**src/rtl/jsc_pkg.sv**
```systemverilog
package jsc_pkg;

    localparam int CFG_IDX_BITS = 2;
    localparam int CFG_DATA_BITS = 10;

    localparam logic [CFG_IDX_BITS-1:0] REG_TOP_FORM    = 2'd0;
    localparam logic [CFG_IDX_BITS-1:0] REG_MAX_FIELDS  = 2'd1;
    localparam logic [CFG_IDX_BITS-1:0] REG_MAX_ITEMS   = 2'd2;
    localparam logic [CFG_IDX_BITS-1:0] REG_MAX_RECORDS = 2'd3;

    localparam logic [4:0] S_TOP       = 5'd0;
    localparam logic [4:0] S_REC_FIRST = 5'd1;
    localparam logic [4:0] S_REC_NEXT  = 5'd2;
    localparam logic [4:0] S_REC_AFTER = 5'd3;
    localparam logic [4:0] S_END       = 5'd4;
    localparam logic [4:0] S_OBJ_FIRST = 5'd5;
    localparam logic [4:0] S_OBJ_KEY   = 5'd6;
    localparam logic [4:0] S_COLON     = 5'd7;
    localparam logic [4:0] S_VALUE     = 5'd8;
    localparam logic [4:0] S_ARR_FIRST = 5'd9;
    localparam logic [4:0] S_AFTER     = 5'd10;
    localparam logic [4:0] S_STR       = 5'd11;
    localparam logic [4:0] S_STR_ESC   = 5'd12;
    localparam logic [4:0] S_STR_HEX   = 5'd13;
    localparam logic [4:0] S_NUM_SIGN  = 5'd14;
    localparam logic [4:0] S_NUM_ZERO  = 5'd15;
    localparam logic [4:0] S_NUM_INT   = 5'd16;
    localparam logic [4:0] S_NUM_DOT   = 5'd17;
    localparam logic [4:0] S_NUM_FRAC  = 5'd18;
    localparam logic [4:0] S_NUM_EXP   = 5'd19;
    localparam logic [4:0] S_NUM_ESIGN = 5'd20;
    localparam logic [4:0] S_NUM_EDIG  = 5'd21;
    localparam logic [4:0] S_LIT_T     = 5'd22;
    localparam logic [4:0] S_LIT_F     = 5'd23;
    localparam logic [4:0] S_LIT_N     = 5'd24;

    // byte classes worked out by the front end
    typedef struct packed {
        logic [7:0] data;
        logic       last;
        logic       ws;
        logic       digit;
        logic       hex;
        logic       expo;
        logic       ctrl;
        logic       esc;
    } cls_byte_t;

    function automatic logic [7:0] lit_char(input logic [1:0] w, input logic [2:0] p);
        logic [7:0] c;
        c = 8'h00;
        case (w)
            2'd0: case (p)
                3'd0: c = "t"; 3'd1: c = "r"; 3'd2: c = "u"; 3'd3: c = "e";
                default: c = 8'h00;
            endcase
            2'd1: case (p)
                3'd0: c = "f"; 3'd1: c = "a"; 3'd2: c = "l"; 3'd3: c = "s";
                3'd4: c = "e";
                default: c = 8'h00;
            endcase
            2'd2: case (p)
                3'd0: c = "n"; 3'd1: c = "u"; 3'd2: c = "l"; 3'd3: c = "l";
                default: c = 8'h00;
            endcase
            default: c = 8'h00;
        endcase
        return c;
    endfunction

endpackage

```
**src/rtl/jsc_if.sv**
```systemverilog


interface jsc_out_if;
    logic valid;
    logic ready;
    logic verdict;
    modport source (output valid, output verdict, input ready);
    modport sink (input valid, input verdict, output ready);
endinterface

```
**src/rtl/jsc_back.sv**
```systemverilog
module jsc_back #(
    parameter int MAX_DEPTH = 16,
    parameter int COUNT_BITS = 10
) (
    input  logic                clk,
    input  logic                rst_n,
    input  logic                q_valid,
    input  jsc_pkg::cls_byte_t  q_data,
    output logic                q_pop,
    input  logic                top_form,
    input  logic [9:0]          max_fields,
    input  logic [9:0]          max_items,
    input  logic [9:0]          max_records,
    jsc_out_if.source           out_ch
);
    import jsc_pkg::*;

    localparam int STACK_SIZE = MAX_DEPTH + 2;
    localparam int LVL_BITS = $clog2(STACK_SIZE + 1);
    localparam int IDX_BITS = $clog2(STACK_SIZE);
    localparam logic [COUNT_BITS-1:0] CNT_MAX = '1;

    logic [4:0]            st_reg, st_next;
    logic [LVL_BITS-1:0]   lvl_reg, lvl_next;
    logic [COUNT_BITS-1:0] rec_reg, rec_next;
    logic [3:0]            tp_reg, tp_next;
    logic                  err_reg, err_next;
    logic                  arr_flag_reg [STACK_SIZE];
    logic [COUNT_BITS-1:0] cnt_reg [STACK_SIZE];
    logic                  ov_reg, ov_next;
    logic                  vd_reg, vd_next;

    logic                  go;
    logic                  bump_en, push_en, push_arr, pop_en;
    logic [IDX_BITS-1:0]   top_idx;
    logic                  top_arr;
    logic [COUNT_BITS-1:0] top_cnt;
    logic [COUNT_BITS-1:0] lim;
    logic                  bump_ok;
    logic [7:0]            c;
    logic [4:0]            s;
    logic                  num_done;
    logic [1:0]            lw;
    logic [2:0]            llen;
    logic [4:0]            st_fin;
    logic                  err_fin;

    function automatic logic [COUNT_BITS-1:0] capv(input logic [9:0] v);
        logic [16:0] w;
        w = 17'(v);
        return (w < 17'(CNT_MAX)) ? COUNT_BITS'(w) : CNT_MAX;
    endfunction

    // only a last byte has to wait for the verdict register
    assign go = q_valid && (!q_data.last || !ov_reg || out_ch.ready);
    assign q_pop = go;
    assign out_ch.valid = ov_reg;
    assign out_ch.verdict = vd_reg;
    assign c = q_data.data;

    // innermost entry
    assign top_idx = IDX_BITS'(lvl_reg - LVL_BITS'(1));
    assign top_arr = arr_flag_reg[top_idx];
    assign top_cnt = cnt_reg[top_idx];
    assign lim = top_arr ? capv(max_items) : capv(max_fields);
    assign bump_ok = (lvl_reg != '0) && (top_cnt < lim);
    assign lw = 2'(st_reg - S_LIT_T);
    assign llen = (lw == 2'd1) ? 3'd5 : 3'd4;

    always_comb
    begin
        st_next = st_reg;
        lvl_next = lvl_reg;
        rec_next = rec_reg;
        tp_next = tp_reg;
        err_next = err_reg;
        bump_en = 1'b0;
        push_en = 1'b0;
        push_arr = 1'b0;
        pop_en = 1'b0;
        s = st_reg;
        num_done = 1'b0;

        if (!err_reg)
        begin
            // number states: consume or fall through to AFTER
            if (st_reg >= S_NUM_SIGN && st_reg <= S_NUM_EDIG)
            begin
                num_done = 1'b1;
                unique case (st_reg)
                    S_NUM_SIGN:
                    begin
                        if (c == "0") st_next = S_NUM_ZERO;
                        else if (q_data.digit) st_next = S_NUM_INT;
                        else err_next = 1'b1;
                    end
                    S_NUM_ZERO, S_NUM_INT:
                    begin
                        if (q_data.digit && st_reg == S_NUM_INT) st_next = st_reg;
                        else if (c == ".") st_next = S_NUM_DOT;
                        else if (q_data.expo) st_next = S_NUM_EXP;
                        else num_done = 1'b0;
                    end
                    S_NUM_DOT:
                    begin
                        if (q_data.digit) st_next = S_NUM_FRAC;
                        else err_next = 1'b1;
                    end
                    S_NUM_FRAC:
                    begin
                        if (q_data.digit) st_next = st_reg;
                        else if (q_data.expo) st_next = S_NUM_EXP;
                        else num_done = 1'b0;
                    end
                    S_NUM_EXP:
                    begin
                        if (c == "+" || c == "-") st_next = S_NUM_ESIGN;
                        else if (q_data.digit) st_next = S_NUM_EDIG;
                        else err_next = 1'b1;
                    end
                    S_NUM_ESIGN:
                    begin
                        if (q_data.digit) st_next = S_NUM_EDIG;
                        else err_next = 1'b1;
                    end
                    default:
                    begin
                        num_done = q_data.digit;
                    end
                endcase
                if (!num_done)
                begin
                    s = S_AFTER;
                    st_next = S_AFTER;
                end
            end

            if (!num_done && !(s <= S_AFTER && q_data.ws))
            begin
                unique case (s)
                    S_TOP:
                    begin
                        if (top_form)
                        begin
                            if (c == "[") st_next = S_REC_FIRST;
                            else err_next = 1'b1;
                        end
                        else if (c == "{")
                        begin
                            push_en = 1'b1;
                            st_next = S_OBJ_FIRST;
                        end
                        else err_next = 1'b1;
                    end
                    S_REC_FIRST, S_REC_NEXT:
                    begin
                        if (c == "]" && s == S_REC_FIRST) st_next = S_END;
                        else if (c == "{")
                        begin
                            if (rec_reg >= capv(max_records)) err_next = 1'b1;
                            else
                            begin
                                rec_next = rec_reg + COUNT_BITS'(1);
                                push_en = 1'b1;
                                st_next = S_OBJ_FIRST;
                            end
                        end
                        else err_next = 1'b1;
                    end
                    S_REC_AFTER:
                    begin
                        if (c == "]") st_next = S_END;
                        else if (c == ",") st_next = S_REC_NEXT;
                        else err_next = 1'b1;
                    end
                    S_OBJ_FIRST, S_OBJ_KEY:
                    begin
                        if (c == "}" && s == S_OBJ_FIRST) pop_en = 1'b1;
                        else if (c == "\"" && bump_ok)
                        begin
                            bump_en = 1'b1;
                            tp_next = 4'd8;
                            st_next = S_STR;
                        end
                        else err_next = 1'b1;
                    end
                    S_COLON:
                    begin
                        if (c == ":") st_next = S_VALUE;
                        else err_next = 1'b1;
                    end
                    S_VALUE, S_ARR_FIRST:
                    begin
                        if (s == S_ARR_FIRST && c == "]") pop_en = 1'b1;
                        else if (s == S_ARR_FIRST && !bump_ok) err_next = 1'b1;
                        else
                        begin
                            if (s == S_ARR_FIRST) bump_en = 1'b1;
                            if (lvl_reg > LVL_BITS'(MAX_DEPTH)) err_next = 1'b1;
                            else
                            begin
                                tp_next = 4'd1;
                                // a bump of the parent in the same byte never
                                // collides: the push lands one entry higher
                                if (c == "{" || c == "[")
                                begin
                                    push_en = 1'b1;
                                    push_arr = c == "[";
                                    st_next = (c == "{") ? S_OBJ_FIRST : S_ARR_FIRST;
                                end
                                else if (c == "\"") begin tp_next = 4'd0; st_next = S_STR; end
                                else if (c == "-") st_next = S_NUM_SIGN;
                                else if (c == "0") st_next = S_NUM_ZERO;
                                else if (q_data.digit) st_next = S_NUM_INT;
                                else if (c == "t") st_next = S_LIT_T;
                                else if (c == "f") st_next = S_LIT_F;
                                else if (c == "n") st_next = S_LIT_N;
                                else err_next = 1'b1;
                            end
                        end
                    end
                    S_AFTER:
                    begin
                        if (lvl_reg != '0 && c == (top_arr ? "]" : "}")) pop_en = 1'b1;
                        else if (c != ",") err_next = 1'b1;
                        else if (!(lvl_reg != '0 && top_arr)) st_next = S_OBJ_KEY;
                        else if (bump_ok)
                        begin
                            bump_en = 1'b1;
                            st_next = S_VALUE;
                        end
                        else err_next = 1'b1;
                    end
                    S_STR:
                    begin
                        if (c == "\"") st_next = tp_reg[3] ? S_COLON : S_AFTER;
                        else if (q_data.ctrl) err_next = 1'b1;
                        else if (c == "\\") st_next = S_STR_ESC;
                    end
                    S_STR_ESC:
                    begin
                        if (q_data.esc) st_next = S_STR;
                        else if (c == "u")
                        begin
                            tp_next = {tp_reg[3], 3'd0};
                            st_next = S_STR_HEX;
                        end
                        else err_next = 1'b1;
                    end
                    S_STR_HEX:
                    begin
                        if (q_data.hex)
                        begin
                            tp_next = tp_reg + 4'd1;
                            if (tp_next[2:0] >= 3'd4)
                            begin
                                tp_next = {tp_reg[3], 3'd0};
                                st_next = S_STR;
                            end
                        end
                        else err_next = 1'b1;
                    end
                    S_LIT_T, S_LIT_F, S_LIT_N:
                    begin
                        if (tp_reg[2:0] >= llen || c != lit_char(lw, tp_reg[2:0]))
                            err_next = 1'b1;
                        else
                        begin
                            tp_next = tp_reg + 4'd1;
                            if (tp_next[2:0] >= llen) st_next = S_AFTER;
                        end
                    end
                    default:
                    begin
                        err_next = 1'b1;
                    end
                endcase

                // close the innermost container
                if (pop_en)
                begin
                    lvl_next = lvl_reg - LVL_BITS'(1);
                    if (lvl_next != '0) st_next = S_AFTER;
                    else st_next = top_form ? S_REC_AFTER : S_END;
                end
                if (push_en)
                    lvl_next = lvl_reg + LVL_BITS'(1);
            end
        end

        // state the byte leaves behind, before the end-of-document clear
        st_fin = st_next;
        err_fin = err_next;

        if (q_data.last)
        begin
            st_next = S_TOP;
            lvl_next = '0;
            rec_next = '0;
            tp_next = 4'd0;
            err_next = 1'b0;
        end
    end

    always_comb
    begin
        ov_next = ov_reg && !out_ch.ready;
        vd_next = vd_reg;
        if (go && q_data.last)
        begin
            ov_next = 1'b1;
            vd_next = err_fin || (st_fin != S_END);
        end
    end

    always_ff @(posedge clk or negedge rst_n)
    begin
        if (!rst_n)
        begin
            st_reg <= S_TOP;
            lvl_reg <= '0;
            rec_reg <= '0;
            tp_reg <= 4'd0;
            err_reg <= 1'b0;
            ov_reg <= 1'b0;
        end
        else
        begin
            ov_reg <= ov_next;
            if (go)
            begin
                st_reg <= st_next;
                lvl_reg <= lvl_next;
                rec_reg <= rec_next;
                tp_reg <= tp_next;
                err_reg <= err_next;
            end
        end
    end

    always_ff @(posedge clk)
    begin
        vd_reg <= vd_next;
        if (go && bump_en && !q_data.last)
            cnt_reg[top_idx] <= top_cnt + COUNT_BITS'(1);
        if (go && push_en && !q_data.last)
        begin
            arr_flag_reg[IDX_BITS'(lvl_reg)] <= push_arr;
            cnt_reg[IDX_BITS'(lvl_reg)] <= '0;
        end
    end
endmodule

```
**src/flat_wrapper.sv**
```systemverilog
// flat-port wrapper written by rule: the top's interface ports become plain ports
module jsc_back_flat import jsc_pkg::*;
#(
    parameter int MAX_DEPTH = 16,
    parameter int COUNT_BITS = 10
)
  (clk, rst_n, q_valid, q_data, q_pop, top_form, max_fields, max_items, max_records, out_ch_valid, out_ch_verdict, out_ch_ready);
  jsc_out_if out_ch_i ();
  input  logic clk;
  input  logic rst_n;
  input  logic q_valid;
  input  jsc_pkg::cls_byte_t q_data;
  output logic q_pop;
  input  logic top_form;
  input  logic [9:0] max_fields;
  input  logic [9:0] max_items;
  input  logic [9:0] max_records;
  output wire logic [$bits(out_ch_i.valid)-1:0] out_ch_valid;
  output wire logic [$bits(out_ch_i.verdict)-1:0] out_ch_verdict;
  input wire logic [$bits(out_ch_i.ready)-1:0] out_ch_ready;
  assign out_ch_valid = out_ch_i.valid;
  assign out_ch_verdict = out_ch_i.verdict;
  assign out_ch_i.ready = out_ch_ready;
  jsc_back #(.MAX_DEPTH(MAX_DEPTH), .COUNT_BITS(COUNT_BITS)) u_core (.clk(clk), .rst_n(rst_n), .q_valid(q_valid), .q_data(q_data), .q_pop(q_pop), .top_form(top_form), .max_fields(max_fields), .max_items(max_items), .max_records(max_records), .out_ch(out_ch_i));
endmodule
```
**config.mk**
```make
export PLATFORM = sky130hd
export DESIGN_NAME = jsc_back_flat
export DESIGN_NICKNAME = d
export VERILOG_FILES = /design/src/rtl/jsc_pkg.sv /design/src/rtl/jsc_if.sv /design/src/rtl/jsc_back.sv /design/src/flat_wrapper.sv
export SDC_FILE = /design/constraint.sdc
export NUM_CORES = 1
export LEC_CHECK = 0
export ABC_AREA = 0
export BUFFER_PORTS_ARGS = -buffer_cell sky130_fd_sc_hd__buf_2
export CAP_MARGIN = 30
export CORE_ASPECT_RATIO = 2
export CORE_MARGIN = 2
export CORE_UTILIZATION = 45
export CTS_BUF_LIST = sky130_fd_sc_hd__clkbuf_4
export CTS_CLUSTER_SIZE = 14
export DETAILED_ROUTE_END_ITERATION = 16
export GPL_ROUTABILITY_DRIVEN = 0
export HOLD_SLACK_MARGIN = 0.02
export PLACE_DENSITY = 0.68
export SYNTH_ARGS = -nofsm -noshare
export SYNTH_HDL_FRONTEND = slang
export SYNTH_SLANG_ARGS = --single-unit
```
**constraint.sdc**
```tcl
create_clock -name clk -period 10.1 [get_ports clk]
set_input_delay 0.505 -clock clk [delete_from_list [all_inputs] [get_ports clk]]
set_output_delay 0.505 -clock clk [all_outputs]
set_load 0.01 [all_outputs]
```
==> impl_metrics.ini <==
[yosys]
syn_avg_cell_area_um2 = 8.902
yosysSeqAreaShare_pct = 35.68
synth_cell_type_count = 81
synthCells = 1519
synthMostInstantiatedCell = nor2_1
ys_async_sr_fraction_pct = 11.56
synthTopCellsByCount = 245 x nor2_1, 180 x dfxtp_1, 174 x mux2i_1
syn-cell-area_um2 = 13520
ys_ff_latch = 225
yosysTopAreaCell = dfxtp_1
synth_edf_count = 19
ys.flop_type = dfxtp_1
synth_top_area_share_pct = 26.65
synth.net_count = 1603
ys_warn_count = 0
ys_top_cells_by_area = dfxtp_1 27%, mux2i_1 13%, mux4_2 7.8%

[grt]
grt_util_met3_pct = 5.756
grt_pass1_vias = 12495
antenna_found_initial = 2
top_usage_layer = met2
met1_usage_pct = 27.06
use_met2_pct = 51.69
grtUsageTotal_pct = 28.62
grt_max_degree = 44
overflow = 0
grt_pass1_wl_um = 70310

[power_and_ir_drop]
p_sw_uw = 1111
p_int_uw = 1614
p_leak_uw = 0.006963
p_clk_share_pct = 27.3
switching_share_pct = 40.76
max-vdd-ir-drop_mv = 0.08942
pwr-share-comb_pct = 36.7
power_frac_seq_pct = 36.1
power.density_nw_per_um2 = 185.3

[timing]
tightest_slew_ns = 1.125
maxSlewHeadroom_pct = 24.44
setup_violations = 0
hold_viol = 0
final.min_clock_period_ns = 7.979
maxSlewViolCount = 0
finalCritPeriodShare_pct = 79.00
rsz0062_at_grt = no
fin_worst_skew_ns = 0.06228
tns_ns = 0
max_freq_mhz = 125.3

[layout]
fin_cells = 1952
fill_cells = 2776
final_layout_size_suffix_gt1_share_pct = 14.74
syn_to_final_growth_pct = 8.754
nNetsFinal = 1632
largest_reg_flops = 180

[cts]
clockBufferDepth = 3
insertion_delay_ns = 0.75
clockRootBuffer = clkbuf_4
numCtsBuffers = 51
ctsResizeCount = 0
ctsHtreeMaxLevel = 2
cts_tree = built
clk_pin_slew_ns = 0.09
cts.sink_count = 225
post-cts-setup-buffers = 0

[worst_setup_path]
start_kind = flop
crit_buf_inv = 3
worstPathMaxFanout = 25
path_delay_family = compound AO/OA/AOI/OAI gates
slowest_delay_ns = 0.75
worst_ep_required_time_ns = 10.44
crit_chain = inv_1 -> ha_2 -> buf_4 -> mux4_2 -> mux2i_1 -> o21ai_0 -> a221oi_1 -> inv_1 -> ha_1 -> a21oi_1 -> o21ai_0 -> a2111oi_0 -> nand3_1 -> o41ai_4 -> a31oi_1 -> nor3_2 -> nand2_1 -> nor2_1
path_depth = 18
crit_arrival_ns = 8.32
crit_slowest_cell = ha_2
r2r_cells = 18
path_class = flop to flop
worst_setup_path_end_kind = flop

[routing]
routedWlPerCell_um = 23.36
drt-initial-drc-count = 1161
vias = 12337
vias_per_cell = 6.320
route.detailed.drc = 0
drt-total-wl_um = 45590
antenna_left = 0
dr.pass1.iters = 7

[floorplan]
dieArea_um2 = 31530
die_x_um = 126.6
rows = 89
core_um2 = 29510
pin_count = 53
die_y_um = 249.1
start_util_pct = 45.82

[placement]
io_buffer_count = 52
dp_hpwl_um = 32710
dp.cells = 1856

[min_path]
hold_depth = 2
hold_class = primary input to flop

[run_status]
status = finished clean

[flow_run]
cap_violations = 0
-- power groups by stage --
| stage | Combinational [µW] | Clock (µW) | Sequential (µW) |
|---|---|---|---|
| floorplan | 724 | 0 | 952 |
| global placement | 945 | 0 | 999 |
| detailed placement | 952 | 0 | 999 |
| CTS | 957 | 758 | 979 |
| global route | 1070 | 795 | 987 |
| finish | 999 | 743 | 983 |
-- cell type report --
cell class | instances | area, µm² | area share [%]
Clock buffer | 63 | 473.0 | 3.216
Sequential cell | 225 | 4828 | 32.83
Antenna cell | 1 | 2.502 | 0.01702
Tap cell | 364 | 455.4 | 3.097
Inverter | 40 | 150.1 | 1.021
Timing Repair Buffer | 79 | 462.9 | 3.148
Multi-Input combinational cell | 1151 | 8150 | 55.42
Clock inverter | 29 | 182.7 | 1.242
-- metrics by stage --
stage | area [µm²] | utilization, % | power (µW) | hold slack [ns] | worst slack, ns
6_report | 14710 | 49.83 | 2725 | 0.1473 | 2.121
5_1_grt | 14710 | 49.83 | 2851 | 0.1536 | 1.670
4_1_cts | 14700 | 49.80 | 2694 | 0.09035 | 2.449
3_5_place_dp | 14020 | 47.51 | 1952 | 0.4448 | 2.527
3_3_place_gp | 14010 | 47.48 | 1944 | 0.4355 | 2.631
2_1_floorplan | 13520 | - | 1676 | 0.2094 | 2.612
-- repair_timing --
item                                   4_1_cts  5_1_grt
hold buffers                                 2        0
setup endpoints to repair                    0        0
endpoints found under the hold margin       28        0
-- worst register-to-register path: stages, from the launching register on --
cell and delay (ns):
dfrtp_4 0.68, inv_1 0.23, ha_2 0.75, buf_4 0.45, mux4_2 0.38, mux2i_1 0.19, o21ai_0 0.31, a221oi_1 0.54
inv_1 0.15, ha_1 0.34, a21oi_1 0.13, o21ai_0 0.13, a2111oi_0 0.61, nand3_1 0.27, o41ai_4 0.53, a31oi_1 0.45
nor3_2 0.41, nand2_1 0.29, nor2_1 0.73
-- cells in the final DEF (no fill, tap or decap), types with 22 or more instances in the layout --
cell type  instances
mux4_2            47
buf_2             54
mux2i_1          174
buf_4             22
inv_1             38
clkbuf_4          64
nor3_1            24
o21ai_0           43
dfxtp_1          180
ha_1              33
nand2_1          112
dfrtp_1           25
nor2_1           245
a21oi_1           83
nand3_1           77
-- kinds of logic after synthesis --
kind of cell / count (synthesis) / synth area share (%)
and+or+nand+nor: 590 / 20.41
buffers and inverters: 143 / 4.266
muxes: 225 / 21.04
AOI/OAI and AO/OA: 275 / 13.70
adders and majority gates: 34 / 3.146
xor gates and xnor gates: 27 / 1.749
DFF: 225 / 35.68
-- metal layers --
metal  routed length (µm)  part of all wire (%)
met1                14500                    32
met2                23670                    52
met3                 2925                   6.4
met4                 4492                   9.9
met5                    0                     0
-- final timing paths --
check,endpoint,startpoint,slack (ns)
min reg2reg,u_core.cnt_reg[8][7],u_core.cnt_reg[8][7],0.45
min,u_core.lvl_reg[1],q_data[6],0.15
max in group asynchronous,u_core.lvl_reg[0],rst_n,9.25
max reg2reg,u_core.arr_flag_reg[17],u_core.lvl_reg[0],2.12
max,u_core.arr_flag_reg[17],u_core.lvl_reg[0],2.12
min in group asynchronous,u_core.rec_reg[0],rst_n,0.33
Power figures use the tool's default switching activity.
